$ cat config.mk
export PLATFORM = sky130hd
export DESIGN_NAME = selective_repeat_receiver
export DESIGN_NICKNAME = d
export VERILOG_FILES = /design/src/rtl/srr_pkg.sv /design/src/rtl/srr_cell.sv /design/src/rtl/selective_repeat_receiver.sv
export SDC_FILE = /design/constraint.sdc
export NUM_CORES = 1
export LEC_CHECK = 0
export ABC_AREA = 0
export BUFFER_PORTS_ARGS = -buffer_cell sky130_fd_sc_hd__clkbuf_2
export CORE_ASPECT_RATIO = 0.7
export CORE_UTILIZATION = 39
export CTS_CLUSTER_DIAMETER = 80
export DETAILED_ROUTE_END_ITERATION = 8
export PLACE_DENSITY = 0.61
export SETUP_SLACK_MARGIN = 0.4
export SYNTH_ARGS = -nofsm -noshare
export SYNTH_HDL_FRONTEND = slang
export SYNTH_HIERARCHICAL = 1
export SYNTH_SLANG_ARGS = --single-unit
$ cat constraint.sdc
create_clock -name clk_i -period 8 [get_ports clk_i]
set_input_delay 0.4 -clock clk_i [delete_from_list [all_inputs] [get_ports clk_i]]
set_output_delay 0.4 -clock clk_i [all_outputs]
set_load 0.01 [all_outputs]
$ cat src/rtl/srr_pkg.sv
// ----------------------------------------------------------------------------
// srr_pkg: shared definitions for the selective-repeat receiver
// Register indexes, field widths, result codes and the cell control bundle.
// ----------------------------------------------------------------------------
package srr_pkg;

  // default sizing handed to the top level
  localparam int WINDOW_SLOTS_DEF = 8;
  localparam int SEQ_BITS_DEF     = 8;

  // fixed field widths
  localparam int SEQ_W     = 8;
  localparam int PAYLOAD_W = 64;
  localparam int ACK_W     = 8;

  // configuration port
  localparam int CFG_IDX_W  = 8;
  localparam int CFG_DATA_W = 9;
  localparam int CFG_MOD_W  = 9;
  localparam int CFG_WIN_W  = 4;

  localparam logic [CFG_IDX_W-1:0] REG_SEQ_MODULUS = CFG_IDX_W'(0);
  localparam logic [CFG_IDX_W-1:0] REG_RX_WIN      = CFG_IDX_W'(1);

  localparam logic [CFG_MOD_W-1:0] SEQ_MODULUS_RST = CFG_MOD_W'(8);
  localparam logic [CFG_WIN_W-1:0] RX_WIN_RST      = CFG_WIN_W'(4);

  // result type codes
  localparam logic RT_DELIVER = 1'b0;
  localparam logic RT_ACK     = 1'b1;

  // control shared by every cell of the slot chain
  typedef struct packed {
    logic clear;
    logic shift;
    logic load;
  } cell_ctrl_t;

endpackage

$ cat src/rtl/srr_cell.sv
// ----------------------------------------------------------------------------
// srr_cell: one receive slot of the slot chain
// Holds a valid bit and a payload word; loads a new packet when selected and
// takes its upper neighbor's contents when the chain shifts down.
// ----------------------------------------------------------------------------
module srr_cell (
  input  logic                          clk_i,
  input  logic                          rst_ni,
  input  srr_pkg::cell_ctrl_t           ctrl_i,
  input  logic                          sel_i,
  input  logic [srr_pkg::PAYLOAD_W-1:0] pay_i,
  input  logic                          next_valid_i,
  input  logic [srr_pkg::PAYLOAD_W-1:0] next_pay_i,
  output logic                          valid_o,
  output logic [srr_pkg::PAYLOAD_W-1:0] pay_o
);

  logic                          valid_q, valid_d;
  logic [srr_pkg::PAYLOAD_W-1:0] pay_q, pay_d;

  // next contents of the slot
  always_comb begin
    valid_d = valid_q;
    pay_d   = pay_q;
    if (ctrl_i.clear) begin
      valid_d = 1'b0;
    end else if (ctrl_i.shift) begin
      valid_d = next_valid_i;
      pay_d   = next_pay_i;
    end else if (ctrl_i.load && sel_i) begin
      valid_d = 1'b1;
      pay_d   = pay_i;
    end
  end

  // valid bit
  always_ff @(posedge clk_i or negedge rst_ni) begin
    if (!rst_ni) begin
      valid_q <= 1'b0;
    end else begin
      valid_q <= valid_d;
    end
  end

  // payload word
  always_ff @(posedge clk_i) begin
    pay_q <= pay_d;
  end

  assign valid_o = valid_q;
  assign pay_o   = pay_q;

endmodule

$ cat src/rtl/selective_repeat_receiver.sv
// ----------------------------------------------------------------------------
// selective_repeat_receiver: selective-repeat receive side
// Buffers in-window packets in a chain of slot cells, delivers them in order
// and acknowledges every packet with a good checksum with the receive base.
// ----------------------------------------------------------------------------
// A packet with a bad checksum is taken and gives nothing. A duplicate or
// out-of-window packet gives one acknowledgement. A new in-window packet is
// written into its slot, then the chain of slot cells is scanned from the
// base, one slot per cycle, to find the run of k filled slots; the run is
// then shifted out of cell 0, one delivery per cycle while the output is not
// held by backpressure, and an acknowledgement closes it. The output
// register lets the next packet be taken while the closing acknowledgement
// still waits. Every result carries the receive base after the whole
// packet. A configuration write restarts the receiver: the base goes to
// zero and all slots empty.
module selective_repeat_receiver #(
  parameter int WINDOW_SLOTS = srr_pkg::WINDOW_SLOTS_DEF,
  parameter int SEQ_BITS     = srr_pkg::SEQ_BITS_DEF
) (
  input  logic                           clk_i,
  input  logic                           rst_ni,
  // packet request
  input  logic                           s_axis_tvalid,
  output logic                           s_axis_tready,
  input  logic [71:0]                    s_axis_tdata,  // seq_num[7:0], payload[71:8]
  input  logic                           s_axis_tuser,  // checksum_ok
  // result request
  output logic                           m_axis_tvalid,
  input  logic                           m_axis_tready,
  output logic [71:0]                    m_axis_tdata,  // data_out[63:0], ack_num[71:64]
  output logic                           m_axis_tuser,  // result_type
  output logic                           m_axis_tlast,  // last
  // configuration write
  input  logic                           cfg_valid_i,
  output logic                           cfg_ready_o,
  input  logic [srr_pkg::CFG_IDX_W-1:0]  cfg_index_i,
  input  logic [srr_pkg::CFG_DATA_W-1:0] cfg_data_i
);

  localparam int PW   = srr_pkg::PAYLOAD_W;
  localparam int WW   = (SEQ_BITS + 1 > srr_pkg::CFG_MOD_W) ? SEQ_BITS + 1 : srr_pkg::CFG_MOD_W;
  localparam int IDXW = (WINDOW_SLOTS > 1) ? $clog2(WINDOW_SLOTS) : 1;
  localparam int CNTW = $clog2(WINDOW_SLOTS + 1);

  localparam logic [WW-1:0]   MOD_TOP  = WW'(1) << SEQ_BITS;
  localparam logic [WW-1:0]   MOD_MIN  = WW'(2);
  localparam logic [WW-1:0]   SLOTS_WW = WW'(WINDOW_SLOTS);
  localparam logic [CNTW-1:0] SLOTS_CN = CNTW'(WINDOW_SLOTS);

  localparam logic [1:0] ST_IDLE  = 2'd0;
  localparam logic [1:0] ST_SCAN  = 2'd1;
  localparam logic [1:0] ST_DELIV = 2'd2;
  localparam logic [1:0] ST_ACK   = 2'd3;

  logic [1:0]                     state_q, state_d;
  logic [CNTW-1:0]                cnt_q, cnt_d;
  logic [SEQ_BITS-1:0]            base_q, base_d;
  logic [srr_pkg::CFG_MOD_W-1:0]  seq_modulus_q;
  logic [srr_pkg::CFG_WIN_W-1:0]  rx_win_q;

  logic                           out_valid_q;
  logic                           out_type_q;
  logic [PW-1:0]                  out_data_q;
  logic [srr_pkg::ACK_W-1:0]      out_ack_q;
  logic                           out_last_q;
  logic                           out_free;
  logic                           out_load;
  logic                           out_type_d;
  logic [PW-1:0]                  out_data_d;
  logic                           out_last_d;

  logic                           in_accept;
  logic                           cfg_write;
  logic [srr_pkg::SEQ_W-1:0]      in_seq;
  logic [PW-1:0]                  in_pay;

  logic [WW-1:0]                  mod_raw, mod_eff, win_half, win_eff;
  logic [WW-1:0]                  seq_w, base_w, off, base_sum;
  logic                           valid_at_off, in_window, valid_at_cnt;

  srr_pkg::cell_ctrl_t            ctrl;
  logic [WINDOW_SLOTS-1:0]        cell_valid;
  logic [PW-1:0]                  cell_pay [WINDOW_SLOTS];

  assign in_seq      = s_axis_tdata[srr_pkg::SEQ_W-1:0];
  assign in_pay      = s_axis_tdata[srr_pkg::SEQ_W +: PW];
  assign s_axis_tready = (state_q == ST_IDLE);
  assign in_accept   = s_axis_tvalid && s_axis_tready;
  assign cfg_ready_o = 1'b1;
  assign cfg_write   = cfg_valid_i && ((cfg_index_i == srr_pkg::REG_SEQ_MODULUS) ||
                                       (cfg_index_i == srr_pkg::REG_RX_WIN));

  // effective modulus and window from the registers
  always_comb begin
    mod_raw = WW'(seq_modulus_q);
    if (mod_raw < MOD_MIN) begin
      mod_eff = MOD_MIN;
    end else if (mod_raw > MOD_TOP) begin
      mod_eff = MOD_TOP;
    end else begin
      mod_eff = mod_raw;
    end
    win_half = mod_eff >> 1;
    win_eff  = WW'(rx_win_q);
    if (win_eff > SLOTS_WW) begin
      win_eff = SLOTS_WW;
    end
    if (win_eff > win_half) begin
      win_eff = win_half;
    end
    if (win_eff == '0) begin
      win_eff = WW'(1);
    end
  end

  // slot offset of the arriving packet and window check
  assign seq_w  = WW'(in_seq);
  assign base_w = WW'(base_q);
  assign off    = (seq_w >= base_w) ? (seq_w - base_w) : (seq_w + mod_eff - base_w);
  assign valid_at_off = (off < SLOTS_WW) ? cell_valid[off[IDXW-1:0]] : 1'b1;
  assign in_window = s_axis_tuser && (seq_w < mod_eff) && (off < win_eff) && !valid_at_off;

  // scan probe and base after the filled run
  assign valid_at_cnt = (cnt_q < SLOTS_CN) ? cell_valid[cnt_q[IDXW-1:0]] : 1'b0;
  always_comb begin
    base_sum = base_w + WW'(cnt_q);
    if (base_sum >= mod_eff) begin
      base_sum = base_sum - mod_eff;
    end
  end

  assign out_free = !out_valid_q || m_axis_tready;

  // sequencer
  always_comb begin
    state_d    = state_q;
    cnt_d      = cnt_q;
    base_d     = base_q;
    ctrl       = '0;
    out_load   = 1'b0;
    out_type_d = srr_pkg::RT_ACK;
    out_data_d = '0;
    out_last_d = 1'b1;
    case (state_q)
      ST_IDLE: begin
        if (in_accept && s_axis_tuser) begin
          if (in_window) begin
            ctrl.load = 1'b1;
            cnt_d     = '0;
            state_d   = ST_SCAN;
          end else begin
            state_d = ST_ACK;
          end
        end
      end
      ST_SCAN: begin
        if (valid_at_cnt) begin
          cnt_d = cnt_q + CNTW'(1);
        end else begin
          base_d  = base_sum[SEQ_BITS-1:0];
          state_d = (cnt_q == '0) ? ST_ACK : ST_DELIV;
        end
      end
      ST_DELIV: begin
        if (out_free) begin
          out_load   = 1'b1;
          out_type_d = srr_pkg::RT_DELIVER;
          out_data_d = cell_pay[0];
          out_last_d = 1'b0;
          ctrl.shift = 1'b1;
          cnt_d      = cnt_q - CNTW'(1);
          if (cnt_q == CNTW'(1)) begin
            state_d = ST_ACK;
          end
        end
      end
      ST_ACK: begin
        if (out_free) begin
          out_load = 1'b1;
          state_d  = ST_IDLE;
        end
      end
      default: begin
        state_d = ST_IDLE;
      end
    endcase
    // a register write restarts the receiver
    if (cfg_write) begin
      ctrl.clear = 1'b1;
      base_d     = '0;
    end
  end

  // control registers
  always_ff @(posedge clk_i or negedge rst_ni) begin
    if (!rst_ni) begin
      state_q       <= ST_IDLE;
      cnt_q         <= '0;
      base_q        <= '0;
      seq_modulus_q <= srr_pkg::SEQ_MODULUS_RST;
      rx_win_q      <= srr_pkg::RX_WIN_RST;
      out_valid_q   <= 1'b0;
    end else begin
      state_q <= state_d;
      cnt_q   <= cnt_d;
      base_q  <= base_d;
      if (cfg_valid_i && (cfg_index_i == srr_pkg::REG_SEQ_MODULUS)) begin
        seq_modulus_q <= cfg_data_i[srr_pkg::CFG_MOD_W-1:0];
      end
      if (cfg_valid_i && (cfg_index_i == srr_pkg::REG_RX_WIN)) begin
        rx_win_q <= cfg_data_i[srr_pkg::CFG_WIN_W-1:0];
      end
      if (out_load) begin
        out_valid_q <= 1'b1;
      end else if (m_axis_tready) begin
        out_valid_q <= 1'b0;
      end
    end
  end

  // output payload register
  always_ff @(posedge clk_i) begin
    if (out_load) begin
      out_type_q <= out_type_d;
      out_data_q <= out_data_d;
      out_ack_q  <= srr_pkg::ACK_W'(base_q);
      out_last_q <= out_last_d;
    end
  end

  assign m_axis_tvalid = out_valid_q;
  assign m_axis_tdata  = {out_ack_q, out_data_q};
  assign m_axis_tuser  = out_type_q;
  assign m_axis_tlast  = out_last_q;

  // chain of slot cells, slot i holds sequence base + i
  for (genvar i = 0; i < WINDOW_SLOTS; i++) begin : g_slot
    logic          next_valid;
    logic [PW-1:0] next_pay;
    logic          sel;

    if (i + 1 < WINDOW_SLOTS) begin : g_mid
      assign next_valid = cell_valid[i+1];
      assign next_pay   = cell_pay[i+1];
    end else begin : g_top
      assign next_valid = 1'b0;
      assign next_pay   = '0;
    end

    assign sel = (off[IDXW-1:0] == IDXW'(i));

    srr_cell u_cell (
      .clk_i        (clk_i),
      .rst_ni       (rst_ni),
      .ctrl_i       (ctrl),
      .sel_i        (sel),
      .pay_i        (in_pay),
      .next_valid_i (next_valid),
      .next_pay_i   (next_pay),
      .valid_o      (cell_valid[i]),
      .pay_o        (cell_pay[i])
    );
  end

endmodule
Yosys cells after proc, flatten, opt, wreduce, memory -nomap -nowiden. Index checks and enable logic that the tools add are counted.

Register bits: 621. Word-level logic and storage cells: 200. Input bits: 95.

Add/sub/neg operators: 7. Magnitude comparators: 12. Bitwise operators: 1. Reductions and logical operators: 57. Multiplexer cells: 78. Eq/ne operators: 20.

Operator list (number): $mux 64 (15); $mux 8 (5); $mux 1 (39); $mux 9 (4); $reduce_bool 3->1 (9); $mux 4 (5); $reduce_and 2->1 (10); $reduce_bool 2->1 (10); $logic_and 1x1->1 (16); $eq 3x3->1 const B (4); $mux 2 (6); $ne 2x2->1 const B (6); $pmux 4 s3 (1); $reduce_and 5->1 (2); $add 8x4->9 (1); $add 8x9->9 (1); $ge 9x9->1 (1); $gt 9x9->1 const B (1); $logic_not 9->1 (1); $lt 8x9->1 (1); $lt 9x2->1 const B (1); $lt 9x4->1 const B (1); $lt 9x9->1 (1); $sub 8x8->9 (1); other kinds (26) (33).

Longest topological paths before layout.
Depth after elaboration: 18. Gate-level depth with buffers: 22. Mapped depth without buffers: 22.

Modules after synthesis. Netlist, hierarchy kept.

Modules (own cells, without submodules): srr_cell (cells each 141, area an instance 2830.2 µm², times used 8); selective_repeat_receiver (cells each 656, area an instance 6816.5 µm², times used 1).

Least setup slack after synthesis. OpenSTA, ideal clock, no wires.

Kind: reg2reg. Start point: register seq_modulus_q (netlist bit mod_raw[5]). End point: register g_slot[0].u_cell.pay_q (netlist bit g_slot[0].u_cell/pay_o[0]), enable pin. Arrival: 7887 ps. Required time: 7514 ps. Path slack: -373 ps. Stages on the path, launching flop included: 23. Path through: dfrtp_1 -> or3_1 -> nor2_1 -> o21ai_0 -> fa_1 -> inv_1 -> ha_1 -> a211o_1 -> a311oi_2 -> o21bai_1 -> a21oi_1 -> mux2i_1 -> and2_1 -> clkbuf_1 -> ha_1 -> o21ai_0 -> a21oi_1 -> o21ai_0 -> nand4b_1 -> or4_1 -> nor3_2 -> a21oi_1 -> nor2_1.

RTL lines: start, declared (line selective_repeat_receiver.sv:58) `logic [srr_pkg::CFG_MOD_W-1:0] seq_modulus_q;`; start signal, assigned (line selective_repeat_receiver.sv:200) `seq_modulus_q <= srr_pkg::SEQ_MODULUS_RST;`; start signal, assigned (line selective_repeat_receiver.sv:208) `seq_modulus_q <= cfg_data_i[srr_pkg::CFG_MOD_W-1:0];`; end signal, assigned (line srr_cell.sv:47) `pay_q <= pay_d;`; end, declared (line srr_cell.sv:19) `logic [srr_pkg::PAYLOAD_W-1:0] pay_q, pay_d;`.

==> impl_summary.txt <==
----------------------------------------------------
[Synth]
  Number of enable-type register cells in the synthesized netlist ... 585
  Biggest area contributors in the synthesized netlist ... sky130_fd_sc_hd__edfxtp_1 60%, sky130_fd_sc_hd__mux2_2 12%, sky130_fd_sc_hd__mux2_4 8.2%
  Cell count after synthesis ... 1784
  Primary FF master, synth ... sky130_fd_sc_hd__edfxtp_1
  Avg Cell Area, Syn ... 16.5 sq um
  Number of distinct library cell variants in the gate-level netlist after synthesis ... 73
  Leading area contributor after synthesis ... sky130_fd_sc_hd__edfxtp_1
  Share of the synthesized area in the top cell type ... between 50 and 60%
  Share of flip-flops with an asynchronous set or reset ... 5.80%
  Netlist area before placement ... roughly 30000 sq um
  Register area share after synthesis ... 62.7%
  Number of synthesized register bits ... 621
  Ys Warns ... 6

[STA]
  Share of the clock period used by the worst path ... 85.9%
  Slew @ Worst Pin ... 1120 ps
  # setup viols final ... 0
  Setup total negative slack ... 0 ps
  Unrepaired setup endpoints after global routing ... no
  Number of max-slew violations in the final report ... 0
  Tightest slew margin relative to the limit ... 25.5%
  Final period demand of the worst path ... 6870 ps
  Max frequency ... ~150 MHz
  Count of final hold-check violations ... 0
  Post-layout worst setup margin ... around 1100 ps
  Worst Hold Slack ... 48.9 ps
  Clock Skew ... about 22 ps

[Power]
  Worst supply voltage drop on vdd ... ~0.26 mV
  Register share of total power ... between 40 and 50%
  Comb power frac ... 35.9%
  Switch Pwr ... ~4300 uW
  Switching share of power ... between 30% and 40%
  Part of the total power dissipated in the clock network ... 22.6%
  Internal cell power ... 8960 uW
  Standby leakage power ... 0.0125 uW
  Ratio of total power to cell area ... 395 nW/um^2

[Die]
  Height of the chip ... 232 um
  Die area ... 76700 sq um
  Standard-cell row count ... 83
  Core Region ... 74000 sq um
  Width of the die ... around 330 um
  Starting Density ... between 30% and 40%
  I/O pin count ... 172

[Cells and area]
  Most frequent standard cell in the layout excluding fill and tap cells ... sky130_fd_sc_hd__edfxtp_1
  Fill count ... about 6400
  Commonest cells after routing, fill and taps aside ... 585 x sky130_fd_sc_hd__edfxtp_1, 309 x sky130_fd_sc_hd__mux2_2, 170 x sky130_fd_sc_hd__clkbuf_2
  Finished Cell Area ... about 34000 sq um
  Footprint of the multi-input gates ... 10500 sq um
  Net count reported at finish ... 2189
  Number of non-filler instances in the completed layout ... ~3100
  Fraction of final layout cells with drive strength greater than 1 ... 38.1%
  Area Overhead vs Synth ... 14.2%
  Sequential cell area ... 18500 sq um

[Clocking]
  CTS Buf Count ... between 60 and 70
  Clock edge transition at the registers on the reported setup and hold paths ... roughly 60 ps
  Number of sinks driven by the clock tree ... 621
  Insertion delay to the later sink of the worst-skew pair ... ~610 ps
  TritonCTS clock tree ... built
  Master cell of the clock root buffer ... sky130_fd_sc_hd__clkbuf_16
  Max Root-Sink Buffers ... 3
  Number of levels in the clock H-tree ... 3
  Total setup buffers inserted after CTS ... 0

[Placement]
  Number of instances in the placed design ... slightly below 3000
  Minimum setup slack after placement ... between 1000 and 1500 ps
  Post-detail-place hpwl ... between 30000 and 40000 um
  Cell Area, Placed ... 31500 sq um
  Number of port buffers ... 170
  Gp weighted congestion ... 0.879

[GRT]
  Via count of the first global-routing pass ... roughly 16000
  Pin count of the biggest net entering global routing ... about 160
  Initial antenna violation count ... 0
  Residual overflow from global routing ... 0
  Wire length of the first global-routing pass ... 94200 um
  Global routing usage summed across all routing layers ... 15.8%

[Run status]
  Result of the run ... complete, no violations

[Detailed routing]
  DRC marker count from the first detailed-route iteration ... approximately 1100
  Antenna Nets Post-Route ... 0
  Number of design rule violations left after detail routing ... 0
  Vias/cell ... about 5
  Count of TritonRoute iterations in the first routing pass ... 5
  Routed vias ... 15600
  Total wirelength of the detailed-routed design ... 59500 um
  Detail-routed net length per standard cell ... 19.5 um

[Critical path]
  Type of origin of the critical path ... register
  CP cell instances ... or3_1 > nor2_1 > o21ai_0 > fa_1 > inv_1 > ha_1 > a211o_1 > a311oi_2 > o21bai_1 > a21oi_1 > mux2i_1 > and2_1 > ha_1 > o21ai_0 > a21oi_1 > o21ai_0 > nand4b_1 > or4_1 > nor3_2 > buf_4 > a21oi_1 > nor2_4 > buf_4
  Endpoint type of the worst setup path ... register
  Category of the most critical setup path ... register to register
  CP max stage delay ... 560 ps
  Peak fanout along the critical path ... 41
  Data required time at the worst endpoint ... ~8200 ps
  Crit-path leading delay family ... compound AO/OA/AOI/OAI gates
  Worst path slowest cell ... sky130_fd_sc_hd__dfstp_2
  Buffers & Inverters on Critical Path ... 3
  CP Data Arrival Time ... 7110 ps

[Job]
  # Max-Cap Violations ... 0

[Hold path]
  Hold WC Path Type ... primary input to register

----------------------------------------------------
==> path summary, 6_finish.rpt <==
| check | start | end | slack [ps] | cells past startpoint |
|---|---|---|---|---|
| worst max-delay path | mod_raw[3]$_DFFE_PN1P_ | g_slot[2].u_cell/pay_o[62]$_DFFE_PP_ | 1130 | 23 |
| worst min-delay path | cfg_data_i[2] | mod_raw[2]$_DFFE_PN0P_ | 50 | 2 |
| worst max register to register | mod_raw[3]$_DFFE_PN1P_ | g_slot[2].u_cell/pay_o[62]$_DFFE_PP_ | 1130 | 23 |
| worst min register to register | g_slot[7].u_cell/pay_o[57]$_DFFE_PP_ | g_slot[6].u_cell/pay_o[57]$_DFFE_PP_ | 520 | 1 |
| max in group asynchronous | rst_ni | base_q[5]$_DFFE_PN0P_ | 6850 | 2 |
| min in group asynchronous | rst_ni | mod_raw[1]$_DFFE_PN0P_ | 490 | 2 |
==> final cells by class <==
class | count | area share [%]
Inverter | 50 | 0.580
Multi-Input combinational cell | 1091 | 31.2
Clock inverter | 31 | 0.982
Tap cell | 977 | 3.63
Clock buffer | 86 | 5.26
Antenna cell | 1 | 0.00744
Timing Repair Buffer | 197 | 3.44
Sequential cell | 621 | 54.9
==> registers in the layout (all words and copies together) (netlist names) <==
register               cells
m_axis_tvalid              1
out_data_q                64
out_ack_q                  8
base_q                     8
g_slot.u_cell/valid_o      8
m_axis_tlast               1
rx_win_q                   4
state_q                    2
cnt_q                      4
mod_raw                    9
g_slot.u_cell/pay_o      512
==> metrics by stage <==
stage,total power [uW],utilization (%)
floorplan,9170,-
global placement,10300,42.5
detailed placement,10400,42.5
CTS,13400,45.4
global route,14100,45.4
finish,13300,45.4
==> timing repair <==
action                                  in CTS  in global routing
endpoints found under the hold margin       39                  0
resized for setup                            0                  0
endpoints found under the setup margin       0                  0
hold buffers                                 6                  0
==> synthesized netlist by cell type (18+ instances only) <==
master and number:
sky130_fd_sc_hd__mux2_2 309, sky130_fd_sc_hd__and3_1 66, sky130_fd_sc_hd__dfrtp_1 34, sky130_fd_sc_hd__clkbuf_1 28, sky130_fd_sc_hd__mux2_1 56, sky130_fd_sc_hd__mux2_4 161, sky130_fd_sc_hd__nor2_1 48, sky130_fd_sc_hd__o21ai_0 26
sky130_fd_sc_hd__edfxtp_1 585, sky130_fd_sc_hd__a21oi_1 41, sky130_fd_sc_hd__ha_1 55, sky130_fd_sc_hd__inv_1 49, sky130_fd_sc_hd__a211oi_1 18, sky130_fd_sc_hd__buf_6 35, sky130_fd_sc_hd__buf_2 25, sky130_fd_sc_hd__nand2_1 41
==> cells by family after synthesis <==
| logic type | share of synthesized area [%] |
|---|---|
| and+or+nand+nor | 4.25 |
| AOI/OAI and AO/OA | 3.84 |
| adders and majority gates | 3.08 |
| other | 0.0255 |
| muxes | 22.7 |
| DFF | 62.7 |
| xor gates and xnor gates | 0.624 |
| buffers and inverters | 2.81 |
==> layer usage <==
metal | track usage [%] | routed length (um) | vias up
met5 | 0 | 0 | -
met4 | 3.44 | 914 | 0
met3 | 3.28 | 2420 | 76
met2 | 23.2 | 25500 | 295
met1 | 23.9 | 30700 | 7857
li1 | - | - | 7365
==> power by group through the flow <==
stage	sequential (uW)	clock (uW)	combinational, uW
after detailed placement	5590	0	4790
final	5520	3000	4770
after global placement	5570	0	4730
after global routing	5630	3220	5230
after floorplan	5610	0	3560
after CTS	5530	3100	4810
No activity file was read; power rests on OpenSTA's default activity.
